==> config.mk <==
export PLATFORM = sky130hd
export DESIGN_NAME = rgb_led_plane_pwm_framer
export DESIGN_NICKNAME = d
export VERILOG_FILES = /design/src/design/rlpf_pkg.sv /design/src/design/rlpf_ctrl.sv /design/src/design/rlpf_datapath.sv /design/src/design/rgb_led_plane_pwm_framer.sv
export SDC_FILE = /design/constraint.sdc
export NUM_CORES = 1
export LEC_CHECK = 0
export ABC_AREA = 1
export BUFFER_PORTS_ARGS = -buffer_cell sky130_fd_sc_hd__buf_4
export CORE_MARGIN = 8
export CORE_UTILIZATION = 55
export DETAILED_ROUTE_END_ITERATION = 10
export GPL_ROUTABILITY_DRIVEN = 0
export HOLD_SLACK_MARGIN = 0.02
export PLACE_DENSITY_LB_ADDON = 0.25
export RECOVER_POWER = 25
export SYNTH_ARGS = -nofsm -noshare
export SYNTH_HDL_FRONTEND = slang
export SYNTH_SLANG_ARGS = --single-unit
==> constraint.sdc <==
create_clock -name clock -period 2.2 [get_ports clock]
set_input_delay 0.11 -clock clock [delete_from_list [all_inputs] [get_ports clock]]
set_output_delay 0.11 -clock clock [all_outputs]
set_load 0.01 [all_outputs]
==> src/design/rlpf_pkg.sv <==
// Shared types and constants for the RGB LED plane PWM framer.
// No dependencies; imported by the controller, datapath and top level.
package rlpf_pkg;

   localparam int LEVEL_W    = 8;
   localparam int FRAME_W    = 16;
   localparam int PLANE_W    = 2;
   localparam int STEP_OUT_W = 6;
   localparam int OPCODE_W   = 3;
   localparam int INDEX_W    = 8;
   localparam int COLOUR_W   = 24;

   localparam logic [LEVEL_W-1:0] LEVEL_MAX = 8'hFF;

   localparam logic [OPCODE_W-1:0] OP_TICK       = 3'd0;
   localparam logic [OPCODE_W-1:0] OP_SET_COLOUR = 3'd1;
   localparam logic [OPCODE_W-1:0] OP_SET_MODE   = 3'd2;
   localparam logic [OPCODE_W-1:0] OP_SET_STATE  = 3'd3;
   localparam logic [OPCODE_W-1:0] OP_SET_USER   = 3'd4;

   localparam logic [PLANE_W-1:0] PLANE_RED   = 2'd0;
   localparam logic [PLANE_W-1:0] PLANE_GREEN = 2'd1;
   localparam logic [PLANE_W-1:0] PLANE_BLUE  = 2'd2;

   typedef enum logic [2:0] {
      PH_RED   = 3'b001,
      PH_GREEN = 3'b010,
      PH_BLUE  = 3'b100
   } phase_type;

   typedef struct packed {
      logic                 wr_colour;
      logic                 wr_mode;
      logic                 wr_state;
      logic                 wr_user;
      logic                 tick;
      logic                 latch;
      logic [PLANE_W-1:0]   plane;
   } cmd_type;

endpackage

==> src/design/rlpf_ctrl.sv <==
// Controller: decodes command beats and sequences the colour plane phase.
// Depends on rlpf_pkg; drives the datapath through a cmd_type bundle.
module rlpf_ctrl (
   input  logic                           clock,
   input  logic                           reset,
   input  logic                           start,
   input  logic [rlpf_pkg::OPCODE_W-1:0]  req_opcode,
   output rlpf_pkg::cmd_type              cmd
);
   import rlpf_pkg::*;

   phase_type phase_ff, phase_in;
   logic      tick_req;

   always_comb begin
      cmd      = '0;
      tick_req = 1'b0;
      if (start) begin
         unique case (req_opcode)
            OP_TICK:       tick_req      = 1'b1;
            OP_SET_COLOUR: cmd.wr_colour = 1'b1;
            OP_SET_MODE:   cmd.wr_mode   = 1'b1;
            OP_SET_STATE:  cmd.wr_state  = 1'b1;
            OP_SET_USER:   cmd.wr_user   = 1'b1;
            default:       ;
         endcase
      end
      cmd.tick = tick_req;
      unique case (phase_ff)
         PH_RED:   cmd.plane = PLANE_RED;
         PH_GREEN: cmd.plane = PLANE_GREEN;
         PH_BLUE:  cmd.plane = PLANE_BLUE;
         default:  cmd.plane = PLANE_BLUE;
      endcase
      cmd.latch = (phase_ff == PH_BLUE);
   end

   always_comb begin
      phase_in = phase_ff;
      if (tick_req) begin
         unique case (phase_ff)
            PH_RED:   phase_in = PH_GREEN;
            PH_GREEN: phase_in = PH_BLUE;
            PH_BLUE:  phase_in = PH_RED;
            default:  phase_in = PH_RED;
         endcase
      end
   end

   always_ff @(posedge clock) begin
      if (reset) begin
         phase_ff <= PH_RED;
      end else begin
         phase_ff <= phase_in;
      end
   end

endmodule

==> src/design/rlpf_datapath.sv <==
// Datapath: LED table, PWM step counter, per-LED threshold compare, result register.
// Depends on rlpf_pkg; commanded by rlpf_ctrl through a cmd_type bundle.
module rlpf_datapath #(
   parameter int NUM_LEDS  = 12,
   parameter int PWM_STEPS = 64
) (
   input  logic                              clock,
   input  logic                              reset,
   input  rlpf_pkg::cmd_type                 cmd,
   input  logic [rlpf_pkg::INDEX_W-1:0]      req_led_index,
   input  logic [rlpf_pkg::COLOUR_W-1:0]     req_colour_value,
   input  logic                              req_flag_value,
   output logic                              rsp_strobe,
   output logic [rlpf_pkg::FRAME_W-1:0]      rsp_frame_bits,
   output logic [rlpf_pkg::PLANE_W-1:0]      rsp_plane,
   output logic                              rsp_latch_pulse,
   output logic [rlpf_pkg::STEP_OUT_W-1:0]   rsp_step_out
);
   import rlpf_pkg::*;

   localparam int STEP_W = $clog2(PWM_STEPS);
   localparam int CMP_W  = (STEP_W + 2 > LEVEL_W) ? STEP_W + 2 : LEVEL_W;
   localparam logic [STEP_W-1:0] STEP_LAST = STEP_W'(PWM_STEPS - 1);

   logic [LEVEL_W-1:0] red_ff   [NUM_LEDS];
   logic [LEVEL_W-1:0] green_ff [NUM_LEDS];
   logic [LEVEL_W-1:0] blue_ff  [NUM_LEDS];
   logic [LEVEL_W-1:0] red_in   [NUM_LEDS];
   logic [LEVEL_W-1:0] green_in [NUM_LEDS];
   logic [LEVEL_W-1:0] blue_in  [NUM_LEDS];
   logic [NUM_LEDS-1:0] mode_ff, mode_in;
   logic [NUM_LEDS-1:0] dflt_on_ff, dflt_on_in;
   logic [NUM_LEDS-1:0] user_on_ff, user_on_in;
   logic [NUM_LEDS-1:0] sel;
   logic [NUM_LEDS-1:0] lit;
   logic                all_leds;

   logic [STEP_W-1:0]   step_ff, step_in;
   logic [CMP_W-1:0]    limit;
   logic [STEP_W+STEP_OUT_W-1:0] step_wide;

   logic                 strobe_ff;
   logic [FRAME_W-1:0]   frame_ff;
   logic [PLANE_W-1:0]   plane_ff;
   logic                 latch_ff;
   logic [STEP_OUT_W-1:0] step_out_ff;

   assign all_leds = (req_led_index >= INDEX_W'(NUM_LEDS));

   always_comb begin
      for (int i = 0; i < NUM_LEDS; i++) begin
         sel[i]        = all_leds || (req_led_index == INDEX_W'(i));
         red_in[i]     = red_ff[i];
         green_in[i]   = green_ff[i];
         blue_in[i]    = blue_ff[i];
         mode_in[i]    = mode_ff[i];
         dflt_on_in[i] = dflt_on_ff[i];
         user_on_in[i] = user_on_ff[i];
         if (sel[i]) begin
            if (cmd.wr_colour) begin
               red_in[i]   = req_colour_value[23:16];
               green_in[i] = req_colour_value[15:8];
               blue_in[i]  = req_colour_value[7:0];
            end
            if (cmd.wr_mode) begin
               mode_in[i] = req_flag_value;
            end
            if (cmd.wr_state) begin
               if (mode_ff[i]) begin
                  user_on_in[i] = req_flag_value;
               end else begin
                  dflt_on_in[i] = req_flag_value;
               end
            end
            if (cmd.wr_user) begin
               user_on_in[i] = req_flag_value;
            end
         end
      end
   end

   assign limit = CMP_W'({step_ff, 2'b00});

   always_comb begin
      for (int i = 0; i < NUM_LEDS; i++) begin
         logic [LEVEL_W-1:0] lvl;
         logic               on;
         on = mode_ff[i] ? user_on_ff[i] : dflt_on_ff[i];
         case (cmd.plane)
            PLANE_RED:   lvl = red_ff[i];
            PLANE_GREEN: lvl = green_ff[i];
            default:     lvl = blue_ff[i];
         endcase
         lit[i] = on && (CMP_W'(lvl) > limit);
      end
   end

   always_comb begin
      step_in = step_ff;
      if (cmd.tick && cmd.latch) begin
         step_in = (step_ff == STEP_LAST) ? '0 : step_ff + STEP_W'(1);
      end
   end

   assign step_wide = {{STEP_OUT_W{1'b0}}, step_ff};

   always_ff @(posedge clock) begin
      if (reset) begin
         for (int i = 0; i < NUM_LEDS; i++) begin
            red_ff[i]   <= LEVEL_MAX;
            green_ff[i] <= LEVEL_MAX;
            blue_ff[i]  <= LEVEL_MAX;
         end
         mode_ff    <= '0;
         dflt_on_ff <= '0;
         user_on_ff <= '1;
         step_ff    <= '0;
         strobe_ff  <= 1'b0;
      end else begin
         for (int i = 0; i < NUM_LEDS; i++) begin
            red_ff[i]   <= red_in[i];
            green_ff[i] <= green_in[i];
            blue_ff[i]  <= blue_in[i];
         end
         mode_ff    <= mode_in;
         dflt_on_ff <= dflt_on_in;
         user_on_ff <= user_on_in;
         step_ff    <= step_in;
         strobe_ff  <= cmd.tick;
      end
   end

   always_ff @(posedge clock) begin
      if (cmd.tick) begin
         frame_ff    <= FRAME_W'({lit, 2'b00});
         plane_ff    <= cmd.plane;
         latch_ff    <= cmd.latch;
         step_out_ff <= step_wide[STEP_OUT_W-1:0];
      end
   end

   assign rsp_strobe      = strobe_ff;
   assign rsp_frame_bits  = frame_ff;
   assign rsp_plane       = plane_ff;
   assign rsp_latch_pulse = latch_ff;
   assign rsp_step_out    = step_out_ff;

endmodule

==> src/design/rgb_led_plane_pwm_framer.sv <==
// RGB LED plane PWM framer, top level: joins rlpf_ctrl and rlpf_datapath.
// A tick beat gives its frame on rsp_strobe in the cycle after acceptance.
// Throughput: one command beat per cycle; busy stays low, every beat is taken at once.
// The set opcodes write the LED table in the accepting cycle and give no result; opcodes 5 to 7 do nothing.
// Synchronous reset: all LEDs white, default mode, default off, user on; red plane, step 0.
// The receiver cannot stall; rsp_strobe marks each frame on the rsp_ ports for exactly one cycle.
module rgb_led_plane_pwm_framer #(
   parameter int NUM_LEDS  = 12,
   parameter int PWM_STEPS = 64
) (
   input  logic                              clock,
   input  logic                              reset,
   input  logic                              start,
   output logic                              busy,
   input  logic [rlpf_pkg::OPCODE_W-1:0]     req_opcode,
   input  logic [rlpf_pkg::INDEX_W-1:0]      req_led_index,
   input  logic [rlpf_pkg::COLOUR_W-1:0]     req_colour_value,
   input  logic                              req_flag_value,
   output logic                              rsp_strobe,
   output logic [rlpf_pkg::FRAME_W-1:0]      rsp_frame_bits,
   output logic [rlpf_pkg::PLANE_W-1:0]      rsp_plane,
   output logic                              rsp_latch_pulse,
   output logic [rlpf_pkg::STEP_OUT_W-1:0]   rsp_step_out
);
   import rlpf_pkg::*;

   cmd_type cmd;
   logic    accept;

   assign busy   = 1'b0;
   assign accept = start && !busy;

   rlpf_ctrl u_ctrl (
      .clock      (clock),
      .reset      (reset),
      .start      (accept),
      .req_opcode (req_opcode),
      .cmd        (cmd)
   );

   rlpf_datapath #(
      .NUM_LEDS  (NUM_LEDS),
      .PWM_STEPS (PWM_STEPS)
   ) u_datapath (
      .clock            (clock),
      .reset            (reset),
      .cmd              (cmd),
      .req_led_index    (req_led_index),
      .req_colour_value (req_colour_value),
      .req_flag_value   (req_flag_value),
      .rsp_strobe       (rsp_strobe),
      .rsp_frame_bits   (rsp_frame_bits),
      .rsp_plane        (rsp_plane),
      .rsp_latch_pulse  (rsp_latch_pulse),
      .rsp_step_out     (rsp_step_out)
   );

`ifndef SYNTHESIS
   a_tick_gives_beat: assert property (@(posedge clock) disable iff (reset)
      (accept && req_opcode == OP_TICK) |=> rsp_strobe)
      else $error("tick beat gave no result");

   a_beat_from_tick: assert property (@(posedge clock) disable iff (reset)
      rsp_strobe |-> $past(accept && req_opcode == OP_TICK))
      else $error("result beat without a tick");

   a_latch_on_blue: assert property (@(posedge clock) disable iff (reset)
      rsp_strobe |-> (rsp_latch_pulse == (rsp_plane == PLANE_BLUE)))
      else $error("latch pulse out of step with blue plane");

   a_frame_low_bits: assert property (@(posedge clock) disable iff (reset)
      rsp_strobe |-> (rsp_frame_bits[1:0] == 2'b00))
      else $error("frame drives unused low bits");
`endif

endmodule
==> results of run 1 <==
-- worst max-delay path: cells and delay by family, from the launching register on --
family	cells	cell delay [ns]
adder cells (fa/ha/maj)	1	0.29
AND/OR/NAND/NOR	8	0.80
flip-flops	1	0.37
buffers and inverters	5	0.61
AO/OA/AOI/OAI	1	0.05
-- registers in the layout, summed over array words and instances, names as in the netlist, 12 cells and up --
| name | flops |
|---|---|
| u_datapath.dflt_on_ff | 12 |
| u_datapath.mode_ff | 12 |
| u_datapath.blue_ff | 96 |
| u_datapath.user_on_ff | 12 |
| u_datapath.green_ff | 96 |
| u_datapath.red_ff | 96 |
| u_datapath.rsp_frame_bits | 12 |
-- worst paths after layout --
kind	end	from	cells after the start
max	u_datapath.rsp_frame_bits[10]	u_ctrl.phase_ff[2]	15
min	u_datapath.green_ff[3][15]	req_colour_value[15]	3
max reg2reg	u_datapath.rsp_frame_bits[10]	u_ctrl.phase_ff[2]	15
min reg2reg	u_datapath.red_ff[3][0]	u_datapath.red_ff[3][0]	2
-- metrics by stage --
step	setup WS, ns	power (mW)
finish	-0.169	15.6
CTS	-0.0597	15.4
global route	-0.293	16.1
floorplan	0.00555	8.05
detailed placement	-0.171	8.72
global placement	-0.117	8.66
-- cell usage in the layout (no fill, tap or decap), types with 5 or more instances in the layout --
master / n
o211ai_1: 9
clkinv_2: 8
ha_1: 54
nand3_2: 14
nand2_1: 665
o21ai_1: 16
nor3_2: 11
buf_12: 28
clkbuf_16: 47
buf_6: 10
dlygate4sd3_1: 13
clkbuf_1: 9
conb_1: 5
clkbuf_8: 13
a21oi_1: 57
inv_1: 40
edfxtp_1: 21
nor2_1: 130
ha_4: 19
nand2_2: 27
nand4_1: 14
dfxtp_1: 331
buf_4: 130
nand3_1: 693
o21ai_0: 35
-- power breakdown --
group	switching [mW]	internal, mW
registers	0.125	6.71
logic	1.27	0.776
clock network	2.68	4.03
total	4.07	11.5
-- logic make-up after synthesis --
| logic type | after synthesis |
|---|---|
| AOI/OAI and AO/OA | 122 |
| and+or+nand+nor | 1564 |
| buffers and inverters | 237 |
| xor gates and xnor gates | 2 |
| DFF | 355 |
| other | 1 |
| adders and majority gates | 73 |
-- synth_stat cells --
library cell and instances:
o21bai_1 1, clkbuf_1 122, ha_1 73, buf_1 11, conb_1 1, o211ai_1 9, nor3_2 4, xor2_1 2
buf_2 53, edfxtp_1 21, a21oi_1 60, inv_1 40, o21ai_1 2, buf_4 6, nand4_1 14, nor3_1 10
nand2_1 694, nand3_1 707, clkinv_1 1, inv_2 4, or2_0 1, nor2_1 133, nor2_2 1, dfxtp_1 334
o21ai_0 50
-- final cells by class --
cell class,count,share of cell area
sequential,355,0.362
timing repair buffer,195,0.0972
clock buffer,59,0.0637
multi-input combinational,1766,0.441
tap,396,0.0245
clock inverter,10,0.00266
inverter,45,0.00897
-- timing repair --
action | in CTS | in global routing
hold endpoints to repair | 50 | 0
setup endpoints to repair | 12 | 12
setup buffers | 12 | 5
pin swaps | 23 | 53
gates resized for setup | 41 | 86
gates cloned | 3 | 3
hold buffers | 13 | 0
-- layer usage --
layer,part of all wire,routed length [um],GRT usage
met4,0.058,3310,0.149
met5,0,0,0
met2,0.44,25400,0.470
met1,0.39,22700,0.396
met3,0.11,6130,0.0540
==> metrics.md, run 1 <==
| Metric | Value |
|---|---|
| Fin. max-slew vios | 0 |
| Worst Hold Class | input pin to flip-flop |
| Synthesis-to-finish area growth | 21.1% |
| Total Routed Length | 57400 um |
| Run status | finished, violations left |
| Cell area after layout | 0.0202 sq mm |
| Simple-gate area share of the yosys netlist | 0.409 |
| Flops & latches, synth | 355 |
| Worst slew margin | 0.0876 |
| Total clock sinks | 355 |
| Dominant cell type by area after synthesis | dfxtp_1 |
| Initial antenna violation count | 1 |
| Setup repair after global routing missed its margin | true |
| Post-route setup slack | -0.169 ns |
| Final period util | 1.08 |
| FF+latch area | 0.00733 sq mm |
| Nets@finish | 2513 |
| Max_cap viols | 0 |
| Die Span Y | 190 um |
| Synthesized area | 0.0167 sq mm |
| Crit-path cells | buf_6 > nor3_4 > buf_12 > buf_8 > buf_12 > buf_6 > nand2_2 > nand2_1 > a21oi_1 > ha_1 > nand2_1 > nor3_2 > nand3_1 > nor2_1 > nor2_1 |
| CP max-delay cell | dfxtp_4 |
| Worst-margin pin slew | 1.37 ns |
| Final core utilization | 0.668 |
| CTS buffer count | 38 |
| Failing checks | setup timing |
| Cell Count, Final, Fillers Out | 2826 |
| Post-synthesis share of cell area spent on xor and xnor gates | 0.00105 |
| Final Hold Fails | 0 |
| Boundary Pins | 66 |
| Synth Area per Inst | 7.09 sq um |
| Largest net degree at the start of global routing | 92 |
| Largest family of logic cells by synthesized area | simple AND/OR/NAND/NOR gates |
| Site row count | 64 |
| Setup TNS | -0.564 ns |
| DRC | 0 |
| Synth top area share | 0.400 |
| CTS tree | built |
| Setup CP Type | flip-flop to flip-flop |
| Detailed placement HPWL | 32700 um |
| Initial Util | 0.552 |
| Crit Path Max Fanout | 5 |
| Crit path DAT | 2.65 ns |
| Via count | 17195 |
| Detail Route Antenna Nets | 0 |
| Count of cell types in the netlist | 25 |
| Iter 0 DRT Violations | 2288 |
| Synth warnings | 0 |
| Port bufs | 60 |
| Final Setup Violations | 10 |
| R2R Setup Slk | -0.17 ns |
| Gr usage total | 0.301 |
| Crit end category | flip-flop |
| First-pass GRT wire length | 86200 um |
| Max incr delay on CP | 0.37 ns |
| Number of global-route vias before repair | 15468 |
| Pleak | 9.27 nW |
| Multi-input gate area | 0.00890 sq mm |
| DP Area | 0.0179 sq mm |
| Pwr per Cell Area | 771 mW/mm^2 |
| Layout cells sized above 1 | 0.137 |
| Total gr overflow | 0 |
| Skew-Pair Late Insertion Delay | 0.53 ns |
| Core region area | 0.0303 sq mm |
| Multiplexer area fraction after synthesis | 0 |
| Hold_ws | 0.0289 ns |
| Peak supply drop | 577 uV |
| Clock skew | 0.0131 ns |
| Placed cell count | 2724 |
| Compound-gate portion of the synthesized area | 0.0381 |
| Number of vias per cell | 6.08 |
| Inserted Diodes | 0 |
| Min Clock Period, post-route | 2.37 ns |
| Synth top area cells | dfxtp_1 (40%), nand3_1 (21%), nand2_1 (16%) |
| DR WL/cell | 20.3 um |
| Mapped Cells | 2354 |
| Worst setup SP type | flip-flop |
| DIE AREA | 0.0362 sq mm |
| CTS HTree Levels | 2 |
| Critical path data required time | 2.48 ns |
| CTS root buf | clkbuf_16 |
| Die X | 190 um |
| FMAX | 422 MHz |
| Register area share after synthesis | 0.438 |
| Drt first pass iters | 6 |
| # fillers | 2514 |
| CTS clk-pin slew, worst paths | 0.06 ns |
| Fraction of the mapped netlist area in adder cells | 0.0547 |
| Deepest clock path buffer count | 3 |
Power figures use the tool's default switching activity.
==> run 2, diff against run 1 <==
- CORE_UTILIZATION: 55 -> 30
==> metrics.md, run 2 (synthesis gave the netlist of run 1 again) <==
| Metric | Value |
|---|---|
| Max incr delay on CP | 0.36 ns |
| Endpoint, Worst Hold | u_datapath.blue_ff[0][46] |
| Deepest clock path buffer count | 3 |
| Pleak | 9.59 nW |
| Number of vias per cell | 5.23 |
| Crit-path cells | inv_4 > nor2_2 > nand2_2 > nand2_2 > inv_2 > buf_8 > buf_4 > nand2_1 > nand3_2 > ha_4 > nand2_2 > nor3_2 > nand3_1 > nor2_1 > nor2_1 |
| Failing checks | capacitance limit, slew limit, setup timing |
| Worst slew margin | -0.0704 |
| Total clock sinks | 355 |
| Gr usage total | 0.193 |
| Setup TNS | -0.358 ns |
| DP Area | 0.0185 sq mm |
| Number of global-route vias before repair | 15789 |
| Worst hold start | req_opcode[1] |
| R2R Setup Slk | -0.08 ns |
| Total Routed Length | 64000 um |
| Die Span Y | 252 um |
| Pwr per Cell Area | 768 mW/mm^2 |
| Setup CP Type | flip-flop to flip-flop |
| Cell Count, Final, Fillers Out | 3234 |
| Port bufs | 60 |
| Cell area after layout | 0.0215 sq mm |
| Clock skew | 0.0146 ns |
| Layout cells sized above 1 | 0.169 |
| Fin. max-slew vios | 76 |
| Delay-heaviest family, CP | simple AND/OR/NAND/NOR gates |
| Total gr overflow | 0 |
| Most used cell, CP | nand2_2 |
| CP max-delay cell | dfxtp_2 |
| CTS HTree Levels | 2 |
| Setup repair after global routing missed its margin | true |
| Place WS | -0.281 ns |
| Skew-Pair Late Insertion Delay | 0.57 ns |
| Commonest non-fill, non-tap cell in the layout | nand3_1 |
| Nets@finish | 2565 |
| Run status | finished, violations left |
| Worst setup SP type | flip-flop |
| Crit path DAT | 2.61 ns |
| Detail Route Antenna Nets | 0 |
| Internal | 12.2 mW |
| Inserted Diodes | 0 |
| Hold Path Depth | 5 |
| Drt first pass iters | 6 |
| Sequential group share of total power | 0.415 |
| Largest net degree at the start of global routing | 80 |
| Comb power frac | 0.132 |
| Worst-margin pin slew | 1.60 ns |
| Final Setup Violations | 10 |
| Crit Path Max Fanout | 10 |
| CTS root buf | clkbuf_16 |
| DR WL/cell | 19.8 um |
| Placed cell count | 3101 |
| Reg-to-Reg End | u_datapath.rsp_frame_bits[7] |
| Core region area | 0.0551 sq mm |
| Critical path buffer and inverter count | 4 |
| Commonest cells after routing, fill and taps aside | nand3_1 (680), nand2_1 (643), dfxtp_1 (331) |
| Switch Pwr | 4.32 mW |
| Site row count | 86 |
| Detailed placement HPWL | 37300 um |
| Sw Ratio | 0.262 |
| CTS buffer count | 42 |
| Boundary Pins | 66 |
| Max_cap viols | 1 |
| First-pass GRT wire length | 94400 um |
| R2R depth | 15 |
| DIE AREA | 0.0635 sq mm |
| DRC | 0 |
| Min Clock Period, post-route | 2.28 ns |
| Final Hold Fails | 0 |
| Clock power frac | 0.453 |
| Initial Util | 0.303 |
| # fillers | 5698 |
| Die X | 252 um |
| Crit end category | flip-flop |
| Critical path data required time | 2.52 ns |
| Regs by FF count | u_datapath.blue_ff (96), u_datapath.green_ff (96), u_datapath.red_ff (96) |
| Synthesis-to-finish area growth | 28.5% |
| Post-route setup slack | -0.0845 ns |
| Worst Hold Class | input pin to flip-flop |
| CTS tree | built |
| Iter 0 DRT Violations | 1506 |
| Via count | 16900 |
| FMAX | 438 MHz |
| CTS clk-pin slew, worst paths | 0.06 ns |
| Peak supply drop | 452 uV |
| Final period util | 1.04 |
| Worst reg2reg startpoint | u_ctrl.phase_ff[0] |
| Initial antenna violation count | 0 |
## run 2: changes by cell type in the layout (fill, tap and decap cells not counted), moves of 4 or more
cell and delta:
nand3_1 -13, buf_8 +5, buf_4 +28, nand2_1 -22, dlygate4sd3_1 +13, ha_4 +11
clkinv_2 -5, ha_1 -11, nand2_2 +16, nand3_2 +12, a21oi_2 +4, nand2_4 +6
a21oi_1 -4, clkbuf_1 +13
## run 2: how the worst max path moves through the flow
stage                        from                      endpoint  slack, ns  cells past startpoint
6_report       u_ctrl.phase_ff[0]  u_datapath.rsp_frame_bits[7]      -0.08                     15
5_1_grt        u_ctrl.phase_ff[0]  u_datapath.rsp_frame_bits[7]      -0.26                     15
4_1_cts        u_ctrl.phase_ff[2]  u_datapath.rsp_frame_bits[6]      -0.09                     14
3_5_place_dp   u_ctrl.phase_ff[1]  u_datapath.rsp_frame_bits[7]      -0.28                     15
3_3_place_gp   u_ctrl.phase_ff[1]  u_datapath.rsp_frame_bits[7]      -0.19                     15
2_1_floorplan  u_ctrl.phase_ff[0]  u_datapath.rsp_frame_bits[7]      0.006                     14
## run 2: power groups by stage
| stage | Sequential, mW | Clock (mW) | Combinational [mW] |
|---|---|---|---|
| final | 6.84 | 7.47 | 2.18 |
| after global routing | 6.86 | 7.87 | 2.39 |
| after CTS | 6.83 | 7.60 | 1.97 |
| after detailed placement | 6.97 | 0 | 1.81 |
| after global placement | 6.97 | 0 | 1.79 |
| after floorplan | 6.94 | 0 | 1.11 |
## run 2: cell type report
| cell class | instances | area, sq um | share of cell area |
|---|---|---|---|
| clock inverters | 8 | 121 | 0.00565 |
| flip-flops and latches | 355 | 7320 | 0.341 |
| well taps | 748 | 936 | 0.0436 |
| clock buffers | 69 | 1380 | 0.0642 |
| multi-input cells | 1766 | 9240 | 0.430 |
| repair buffers | 243 | 2290 | 0.107 |
| inverters | 45 | 174 | 0.00810 |
## run 2: what timing repair did
item                                   in CTS  in global routing
hold buffers                               26                  0
endpoints found under the hold margin     267                  0
gates cloned                                1                  3
resized for setup                          77                118
buffers inserted                           17                 10
pin swaps                                  60                 96
setup endpoints to repair                  12                 12
## run 2: metal layers
metal	wire, um	part of all wire	track usage
met1	27500	0.43	0.250
met2	29000	0.45	0.305
met3	4850	0.076	0.0398
met4	2640	0.041	0.0888
met5	0	0	0
## run 2: through the flow
step           utilization  hold WS (ns)  power, mW
2_1_floorplan            -         0.179       8.05
3_3_place_gp         0.336         0.365       8.75
3_5_place_dp         0.336         0.372       8.79
4_1_cts              0.377        0.0431       16.4
5_1_grt              0.390         0.120       17.1
6_report             0.390         0.105       16.5
## run 2: worst reg2reg max path: cells and delay by family, from the launching register on
family,cells,cell delay (ns)
DFF,1,0.36
and+or+nand+nor,10,0.95
buffers and inverters,4,0.43
adders and majority gates,1,0.28
==> run 3, diff against run 2 <==
- SYNTH_HIERARCHICAL: unset -> 1
==> metrics.md, run 3 <==
| Metric | Value |
|---|---|
| Delay-heaviest family, CP | buffers and inverters |
| Pwr per Cell Area | 746 mW/mm^2 |
| Initial Util | 0.303 |
| DR WL/cell | 19.5 um |
| DIE AREA | 0.0647 sq mm |
| Synth Area per Inst | 7.43 sq um |
| Crit path DAT | 2.66 ns |
| Worst slew margin | 0.361 |
| Largest net degree at the start of global routing | 71 |
| Boundary Pins | 66 |
| Inserted Diodes | 0 |
| Die X | 254 um |
| Metal-1 WL | 27700 um |
| Critical path data required time | 2.53 ns |
| Initial antenna violation count | 1 |
| Placed cell count | 2988 |
| Regs by FF count | u_datapath/blue_ff (96), u_datapath/green_ff (96), u_datapath/red_ff (96) |
| Max incr delay on CP | 0.36 ns |
| Die Span Y | 254 um |
| CTS buffer count | 41 |
| CTS root buf | clkbuf_16 |
| Commonest cells post-synth | nand3_1 (641), nand2_1 (457), dfxtp_1 (334), nor2_1 (260), ha_1 (73) |
| Drt first pass iters | 5 |
| Crit end category | flip-flop |
| Met3 wire length | 3680 um |
| Worst-margin pin slew | 0.958 ns |
| CP max-delay cell | dfxtp_4 |
| Site row count | 87 |
| Final Hold Fails | 0 |
| Mapped Cells | 2292 |
| Count of cell types in the netlist | 33 |
| Worst hold start | req_opcode[1] |
| Core region area | 0.0563 sq mm |
| Fin. max-slew vios | 0 |
| Number of vias per cell | 5.19 |
| Skew-Pair Late Insertion Delay | 0.57 ns |
| # fillers | 5847 |
| Synth top area share | 0.392 |
| DP Area | 0.0181 sq mm |
| Crit-path cells | inv_2 > nand3_4 > clkinvlp_4 > buf_12 > nand2_8 > buf_12 > buf_8 > o22ai_2 > nor2_1 > ha_1 > nand2_2 > nor2_2 > nand3_1 > o21ai_1 > nor2_1 |
| Critical path buffer and inverter count | 5 |
| Power Total | 15.3 mW |
| Failing checks | setup timing |
| Synth Flop Type | dfxtp_1 |
| Met2 wire len | 28000 um |
| Register area share after synthesis | 0.429 |
| Hold_ws | 0.166 ns |
| Deepest clock path buffer count | 3 |
| Commonest cells after routing, fill and taps aside | nand3_1 (639), nand2_1 (446), dfxtp_1 (331) |
| Total clock sinks | 355 |
| Clock skew | 0.0241 ns |
| Port bufs | 60 |
| Worst reg2reg startpoint | u_ctrl/phase_ff[0] |
| Reg-to-Reg End | u_datapath/rsp_frame_bits[6] |
| Uppermost layer routed | met4 |
| Min Clock Period, post-route | 2.33 ns |
| Max_cap viols | 0 |
| Total Routed Length | 60700 um |
| Synthesis-to-finish area growth | 20.1% |
| Hold Path Depth | 5 |
| Dominant cell type by area after synthesis | dfxtp_1 |
| Worst setup SP type | flip-flop |
| Final core utilization | 0.364 |
| Crit Path Max Fanout | 11 |
| Setup repair after global routing missed its margin | true |
| Setup TNS | -0.992 ns |
| Synth warnings | 6 |
| Peak supply drop | 512 uV |
| Cell Count, Final, Fillers Out | 3106 |
| Detail Route Antenna Nets | 0 |
| Number of global-route vias before repair | 14900 |
| Commonest non-fill, non-tap cell in the layout | nand3_1 |
| Post-route setup slack | -0.133 ns |
| First-pass GRT wire length | 91300 um |
| CTS HTree Levels | 2 |
| Flops & latches, synth | 355 |
| Cell area after layout | 0.0205 sq mm |
| Layout cells sized above 1 | 0.132 |
| FMAX | 429 MHz |
| Place WS | -0.260 ns |
| Final period util | 1.06 |
| CTS clk-pin slew, worst paths | 0.06 ns |
| Endpoint, Worst Hold | u_datapath/blue_ff[1][31] |
| DRC | 0 |
| Setup CP Type | flip-flop to flip-flop |
| Nets@finish | 2434 |
| Async SR Flop Fraction | 0 |
| Gr usage total | 0.182 |
| Run status | finished, violations left |
| Iter 0 DRT Violations | 1560 |
| Total gr overflow | 0 |
| Number of synthesized flops with an enable pin | 21 |
| Worst Hold Class | input pin to flip-flop |
| CTS tree | built |
| Final Setup Violations | 12 |
| Via count | 16134 |
| Synthesized area | 0.0170 sq mm |
| Synth top area cells | dfxtp_1 (39%), nand3_1 (19%), nand2_1 (10%) |
| Pleak | 8.89 nW |
| Most common cell in the netlist | nand3_1 |
| R2R Setup Slk | -0.13 ns |
| R2R depth | 15 |
| Detailed placement HPWL | 35800 um |
## run 3: what timing repair did
| item | 4_1_cts | 5_1_grt |
|---|---|---|
| gates cloned | 3 | 2 |
| hold buffers | 28 | 0 |
| resized for setup | 80 | 61 |
| endpoints found under the setup margin | 12 | 12 |
| pin swaps | 16 | 43 |
| hold endpoints to repair | 282 | 0 |
| buffers inserted | 13 | 2 |
## run 3: worst max-delay path by stage
stage               slack [ns]                      endpoint  cells after the start               start
finish                   -0.13  u_datapath/rsp_frame_bits[6]                     15  u_ctrl/phase_ff[0]
global route             -0.27  u_datapath/rsp_frame_bits[7]                     16  u_ctrl/phase_ff[0]
CTS                      -0.13  u_datapath/rsp_frame_bits[3]                     16  u_ctrl/phase_ff[0]
detailed placement       -0.26  u_datapath/rsp_frame_bits[7]                     16  u_ctrl/phase_ff[0]
global placement         -0.21  u_datapath/rsp_frame_bits[7]                     16  u_ctrl/phase_ff[0]
floorplan               0.0007  u_datapath/rsp_frame_bits[5]                     18  u_ctrl/phase_ff[2]
## run 3: worst reg2reg max path: stages (launching register included)
cell	delay, ns
dfxtp_4	0.36
inv_2	0.06
nand3_4	0.09
clkinvlp_4	0.11
buf_12	0.12
nand2_8	0.07
buf_12	0.14
buf_8	0.15
o22ai_2	0.09
nor2_1	0.06
ha_1	0.33
nand2_2	0.08
nor2_2	0.12
nand3_1	0.10
o21ai_1	0.17
nor2_1	0.06
## run 3: cells by family (layout without fill, tap and decap cells)
logic type | after synthesis | after routing | synth area share
adder cells (fa/ha/maj) | 73 | 73 | 0.0536
AND/OR/NAND/NOR | 1400 | 1401 | 0.367
buffers and inverters | 266 | 320 | 0.0801
flip-flops | 355 | 355 | 0.429
XOR/XNOR | 1 | 1 | 0.000514
other | 2 | 5 | 0.000441
AO/OA/AOI/OAI | 191 | 191 | 0.0661
multiplexers | 4 | 4 | 0.00235
## run 3: routing by layer
metal  up-vias  global-route usage
li1       7770                   -
met1      7743               0.248
met2       539               0.301
met3        82              0.0268
met4         0              0.0454
met5         -                   0
## run 3: final cells by class
class / count / area (sq um) / area share
multi-input combinational: 1675 / 8890 / 0.434
sequential: 355 / 7320 / 0.358
timing repair buffer: 176 / 1680 / 0.0823
clock buffer: 63 / 1240 / 0.0607
tap: 756 / 946 / 0.0462
inverter: 73 / 308 / 0.0150
clock inverter: 8 / 68.8 / 0.00336
## run 3: power breakdown
part / switching, mW / internal, mW / leakage [nW]
clock: 2.80 / 3.99 / 0.650
combinational: 1.07 / 0.564 / 5.31
sequential: 0.133 / 6.71 / 2.93
total: 4.00 / 11.3 / 8.89
